==> config.mk <==
export PLATFORM = sky130hd
export DESIGN_NAME = oscillator_trim_calibrator
export DESIGN_NICKNAME = d
export VERILOG_FILES = /design/src/otc_pkg.sv /design/src/oscillator_trim_calibrator.sv
export SDC_FILE = /design/constraint.sdc
export NUM_CORES = 1
export LEC_CHECK = 0
export ABC_AREA = 1
export BUFFER_PORTS_ARGS = -buffer_cell sky130_fd_sc_hd__clkbuf_2
export CAP_MARGIN = 10
export CORE_MARGIN = 1
export CORE_UTILIZATION = 62
export CTS_CLUSTER_SIZE = 24
export DETAILED_ROUTE_END_ITERATION = 6
export HOLD_SLACK_MARGIN = 0.15
export PLACE_DENSITY = 0.82
export REMOVE_ABC_BUFFERS = 1
export SLEW_MARGIN = 25
export SYNTH_ARGS = -nofsm -noshare
export SYNTH_HDL_FRONTEND = slang
export SYNTH_SLANG_ARGS = --single-unit
==> constraint.sdc <==
create_clock -name clk -period 6.6 [get_ports clk]
set_input_delay 1.98 -clock clk [delete_from_list [all_inputs] [get_ports clk]]
set_output_delay 1.98 -clock clk [all_outputs]
set_load 0.01 [all_outputs]
==> src/otc_pkg.sv <==
package otc_pkg;

  localparam int unsigned TRIM_W = 8;
  localparam int unsigned LEN_W  = 16;

  // 1499 * 16.5e6 / 10.5e6, rounded
  localparam logic [LEN_W-1:0]  TARGET_RESET = 16'd2356;
  localparam logic [TRIM_W-1:0] START_TRIAL  = 8'd128;
  localparam logic [TRIM_W-1:0] TRIM_MAX     = 8'd255;

  localparam logic OP_START   = 1'b0;
  localparam logic OP_MEASURE = 1'b1;

  typedef struct packed {
    logic             op;
    logic [LEN_W-1:0] measured_length;
  } in_word_t;

  typedef struct packed {
    logic [TRIM_W-1:0] trim_value;
    logic              done_res;
    logic              ignored;
  } out_word_t;

endpackage

==> src/oscillator_trim_calibrator.sv <==
// Channel  Ports                               Word
// input    in_valid, in_ready, in_data         otc_pkg::in_word_t
// result   out_valid, out_ready, out_data      otc_pkg::out_word_t
// config   cfg_wr_en, cfg_wr_data              target_length
//
// One word in per cycle while in_ready is high; its result is registered and shows the cycle after.
// The whole search step sits between the input port and the result register.
// in_ready drops only while a result is held and out_ready is low.
// Synchronous reset: idle, target_length 2356, no result pending.
module oscillator_trim_calibrator (
  input  logic                      clk,
  input  logic                      rst_n,
  input  logic                      in_valid,
  output logic                      in_ready,
  input  otc_pkg::in_word_t         in_data,
  output logic                      out_valid,
  input  logic                      out_ready,
  output otc_pkg::out_word_t        out_data,
  input  logic                      cfg_wr_en,
  input  logic [otc_pkg::LEN_W-1:0] cfg_wr_data
);

  typedef enum logic [1:0] {
    PH_IDLE     = 2'd0,
    PH_BINARY   = 2'd1,
    PH_NEIGHBOR = 2'd2
  } phase_t;

  phase_t                     phase_r,    phase_nxt;
  logic [otc_pkg::TRIM_W-1:0] step_r,     step_nxt;
  logic [otc_pkg::TRIM_W-1:0] base_r,     base_nxt;
  logic [otc_pkg::TRIM_W-1:0] cursor_r,   cursor_nxt;
  logic [otc_pkg::TRIM_W-1:0] end_r,      end_nxt;
  logic [otc_pkg::TRIM_W-1:0] best_val_r, best_val_nxt;
  logic [otc_pkg::LEN_W-1:0]  best_dev_r, best_dev_nxt;
  logic [otc_pkg::LEN_W-1:0]  target_r;
  logic                       out_valid_r;
  otc_pkg::out_word_t         out_data_r, res;

  logic                       in_acc;
  logic [otc_pkg::TRIM_W-1:0] base_t, step_t, cur_t;
  logic [otc_pkg::LEN_W-1:0]  dev;

  assign in_ready  = !out_valid_r || out_ready;
  assign in_acc    = in_valid && in_ready;
  assign out_valid = out_valid_r;
  assign out_data  = out_data_r;

  always_comb begin
    phase_nxt    = phase_r;
    step_nxt     = step_r;
    base_nxt     = base_r;
    cursor_nxt   = cursor_r;
    end_nxt      = end_r;
    best_val_nxt = best_val_r;
    best_dev_nxt = best_dev_r;
    res          = '0;
    base_t       = (in_data.measured_length < target_r) ? base_r + step_r : base_r;
    step_t       = step_r >> 1;
    cur_t        = (base_t == '0) ? '0 : base_t - 1'b1;
    dev          = (in_data.measured_length >= target_r) ?
                   in_data.measured_length - target_r :
                   target_r - in_data.measured_length;
    if (in_data.op == otc_pkg::OP_START) begin
      phase_nxt      = PH_BINARY;
      step_nxt       = otc_pkg::START_TRIAL;
      base_nxt       = '0;
      res.trim_value = otc_pkg::START_TRIAL;
    end else begin
      unique case (phase_r)
        PH_BINARY: begin
          base_nxt = base_t;
          step_nxt = step_t;
          if (step_t != '0) begin
            res.trim_value = base_t + step_t;
          end else begin
            best_val_nxt   = base_t;
            best_dev_nxt   = in_data.measured_length;
            cursor_nxt     = cur_t;
            end_nxt        = (base_t == otc_pkg::TRIM_MAX) ? otc_pkg::TRIM_MAX
                                                           : base_t + 1'b1;
            phase_nxt      = PH_NEIGHBOR;
            res.trim_value = cur_t;
          end
        end
        PH_NEIGHBOR: begin
          if (dev < best_dev_r) begin
            best_dev_nxt = dev;
            best_val_nxt = cursor_r;
          end
          if (cursor_r >= end_r) begin
            phase_nxt      = PH_IDLE;
            res.trim_value = best_val_nxt;
            res.done_res   = 1'b1;
          end else begin
            cursor_nxt     = cursor_r + 1'b1;
            res.trim_value = cursor_r + 1'b1;
          end
        end
        default: begin
          phase_nxt   = PH_IDLE;
          res.ignored = 1'b1;
        end
      endcase
    end
  end

  always_ff @(posedge clk) begin
    if (!rst_n) begin
      phase_r     <= PH_IDLE;
      step_r      <= '0;
      base_r      <= '0;
      cursor_r    <= '0;
      end_r       <= '0;
      best_val_r  <= '0;
      best_dev_r  <= '0;
      target_r    <= otc_pkg::TARGET_RESET;
      out_valid_r <= 1'b0;
      out_data_r  <= '0;
    end else begin
      if (cfg_wr_en) begin
        target_r <= cfg_wr_data;
      end
      if (in_acc) begin
        phase_r     <= phase_nxt;
        step_r      <= step_nxt;
        base_r      <= base_nxt;
        cursor_r    <= cursor_nxt;
        end_r       <= end_nxt;
        best_val_r  <= best_val_nxt;
        best_dev_r  <= best_dev_nxt;
        out_valid_r <= 1'b1;
        out_data_r  <= res;
      end else if (out_ready) begin
        out_valid_r <= 1'b0;
      end
    end
  end

`ifndef NO_ASSERTIONS
  a_step_onehot: assert property (@(posedge clk) disable iff (!rst_n)
    phase_r == PH_BINARY |-> $onehot(step_r))
    else $error("binary step not a single bit");

  a_cursor_bound: assert property (@(posedge clk) disable iff (!rst_n)
    phase_r == PH_NEIGHBOR |-> cursor_r <= end_r)
    else $error("neighbour cursor past end");

  a_start: assert property (@(posedge clk) disable iff (!rst_n)
    in_acc && in_data.op == otc_pkg::OP_START |=>
      out_valid_r && out_data_r.trim_value == otc_pkg::START_TRIAL &&
      phase_r == PH_BINARY)
    else $error("start did not open search");

  a_idle_meas: assert property (@(posedge clk) disable iff (!rst_n)
    in_acc && in_data.op == otc_pkg::OP_MEASURE && phase_r == PH_IDLE |=>
      out_valid_r && out_data_r.ignored && phase_r == PH_IDLE)
    else $error("idle measurement not flagged");

  a_done_idle: assert property (@(posedge clk) disable iff (!rst_n)
    in_acc && phase_nxt == PH_NEIGHBOR && res.done_res |-> 1'b0)
    else $error("done while search continues");
`endif

endmodule

==> metrics.txt <==
status=finished, violations left; failing checks=design-rule violations; Worst setup SP type=input pin; largest net degree at the start of global routing=47; Die W=110 µm; 1st-pass router iterations=7; leakage=3.91 nW; CTS tree=done; Req. time, crit path=6.87 ns; Placed Cells=1,306; Clock Latency Late Sink=0.35 ns; M1 GR Usage=46.8%; Seq cells post-synth=85; Worst Setup End Kind=flip-flop; Syn Inst Count=1,139; # clock sinks=85; Total Wirelength=19,700 µm; Hold Fails Final Rpt=0; Hold Path Stages=2; Hold-fix buffers, CTS=0; GRT Overall Usage=34.2%; Hold Path End=target_r[15]; cts bufs inserted=9; Die Y=110 µm; Most Crowded Layer GR=met2; clk root buf=clkbuf_16; Layout Nets=1,290; post-DR vias/cell=5.63; sequential area share after synthesis=23.5%; initial antenna violation count=0; crit-path max FO=16; Final Wtd Congestion=0.959; IO Port Bufs=49; non-filler cells, final=1,321; final setup vio count=0; Max Fclk=0.169 GHz; final instance area=0.00789 mm²; Synth Warn #=0; met2 Use GR=52.8%; worst slew margin relative to its limit=36.0%; Synth cell types=44; Tightest Pin Transition=0.956 ns; HP Class=reg2reg; Final Max Slew Viols=0; pwr/cell area=209 mW/mm²; CTS resizes=0; die area=0.0121 mm²; GR Util met3=8.88%; Syn-to-layout area delta=8.97%; Async S/R FF share, synth=0%; first-pass GRT wire length=31,800 µm; ANT cells=0; CTS H-tree lvls=3; DP Wirelength=15,100 µm; placed cell area=0.00758 mm²; GR Overflow Total=0; DR iter-0 viols=515; clock skew=0.00629 ns; hold_ws=0.464 ns; r2r setup slk=2.11 ns; Via Count=7,443; capturing point of the worst reg2reg path=out_data[6]; Ports=50; ys flop type=dfxtp_1; reg2reg start=target_r[0]; postcts setup bufs=0; Mean Syn Cell Area=6.36 µm²; Starting Density=63.4%; RSZ-0062 raised after global routing=no; max-cap violation count=0; drt wl/cell=14.9 µm; ratio of cells with drive above 1 in the final layout=10.4%; maximum VDD drop=185 µV; Post-synth EDFFs=0; Worst-path clk slew=0.06 ns; fin crit share=89.7%; Fin Setup TNS=0 ns; critical path class=in2reg; core box area=0.0114 mm²; hold path startpoint=target_r[15]; vias in the first global route=6,625; Remaining DRCs=2; reg2reg path depth=26; CTS Buffer Depth=2; Netlist Area Pre-Place=0.00724 mm²; fin crit period=5.92 ns; Critical Path AT=6.19 ns; Final ANT Viol Nets=0; num rows=39
==> critical path, cell delays in order <==
cell and delay (ns):
clkbuf_2 0.10, inv_1 0.06, ha_1 0.15, inv_1 0.05, fa_1 0.41, nand3_1 0.09
nand3_1 0.15, nand2_1 0.10, nand2_1 0.10, nand2_2 0.17, nand2_4 0.12, a21oi_2 0.27
inv_2 0.20, nand3b_1 0.13, nand2_1 0.07, xor2_1 0.12, inv_1 0.07, ha_1 0.29
a21oi_1 0.15, o21ai_0 0.10, a21oi_1 0.33, nand2_1 0.15, buf_4 0.21, o21ai_0 0.25
nand2_1 0.08, nand3_1 0.08, nand2_1 0.05, a21oi_1 0.15
==> per-stage QoR <==
stage | utilization (%) | worst slack (ns) | power (mW)
after floorplan | - | 0.615 | 0.955
after global placement | 66.4 | 0.675 | 1.10
after detailed placement | 66.4 | 0.437 | 1.11
after CTS | 69.1 | 0.737 | 1.64
after global routing | 69.1 | 0.300 | 1.74
final | 69.1 | 0.679 | 1.65
==> worst max path at each step <==
stage | depth (start not counted) | from | endpoint | slack [ns]
global placement | 28 | in_data[0] | out_data[5] | 0.67
detailed placement | 28 | in_data[0] | out_data[6] | 0.44
global route | 28 | in_data[0] | out_data[5] | 0.30
CTS | 28 | in_data[0] | out_data[6] | 0.74
finish | 28 | in_data[0] | out_data[6] | 0.68
floorplan | 25 | in_data[0] | best_dev_r[10] | 0.61
==> cells in the final DEF (no fill, tap or decap), drive strengths merged, types with 12 or more instances in the layout <==
cell type / instances
a21oi: 127
nand3: 57
dfxtp: 85
nor2: 58
nand2: 315
clkbuf: 60
nor3: 12
inv: 187
o21ai: 94
ha: 74
xor2: 25
==> per-layer routing <==
layer  part of all wire, %  routed length (µm)  up-vias
met2                    43                8500      313
met1                    46                9050     3343
li1                      -                   -     3755
met4                   1.7                 329        0
met5                     0                   0        -
met3                   9.3                1830       32
==> flip-flops by register name, summed over array words and instances (netlist names) <==
name        count
out_valid       1
best_dev_r     16
phase_r         2
cursor_r        8
out_data       10
base_r          8
best_val_r      8
end_r           8
target_r       16
step_r          8
==> cells in the mapped netlist, types with 2 or more instances <==
library cell,instances,share of area (%)
o21a_1,4,0.41
o211ai_1,11,1.1
o21ai_0,92,6.4
nand2_2,18,1.6
nor3_2,2,0.28
ha_1,74,13
inv_1,174,9.0
nand3b_1,5,0.52
clkbuf_1,21,1.1
buf_2,4,0.28
o21bai_1,9,0.93
nand4_1,11,0.95
inv_2,13,0.67
o22ai_1,2,0.17
a31oi_1,11,0.95
xnor2_1,4,0.48
nand2_4,2,0.31
a21oi_1,118,8.2
a21o_1,3,0.31
a21oi_2,8,0.97
dfxtp_1,85,24
xor2_1,25,3.0
nor2_2,2,0.17
nand2_1,295,15
nor3_1,9,0.62
buf_1,5,0.26
fa_1,4,1.1
nor2_1,55,2.9
nand3_1,57,3.9
o21ai_1,2,0.14
==> area by class of cell <==
class                      instances  area (µm²)
tap                              143         179
clock buffer                      11         253
multi-input combinational        834        4710
sequential                        85        1700
fill                            1065        3530
timing repair buffer              55         290
inverter                         189         711
clock inverter                     4        47.5
==> cells by family after synthesis <==
logic type | share of synthesized area [%]
adder cells (fa/ha/maj) | 13.9
flip-flops | 23.5
multiplexers | 0.138
AND/OR/NAND/NOR | 27.1
XOR/XNOR | 3.51
AO/OA/AOI/OAI | 20.2
buffers and inverters | 11.6
==> power breakdown <==
group	leakage, nW	internal (mW)	total, mW	switching (mW)
registers	0.691	0.529	0.539	0.0104
clock network	0.147	0.311	0.529	0.218
logic	3.08	0.189	0.578	0.389
total	3.91	1.03	1.65	0.617
No activity file was read; power rests on OpenSTA's default activity.
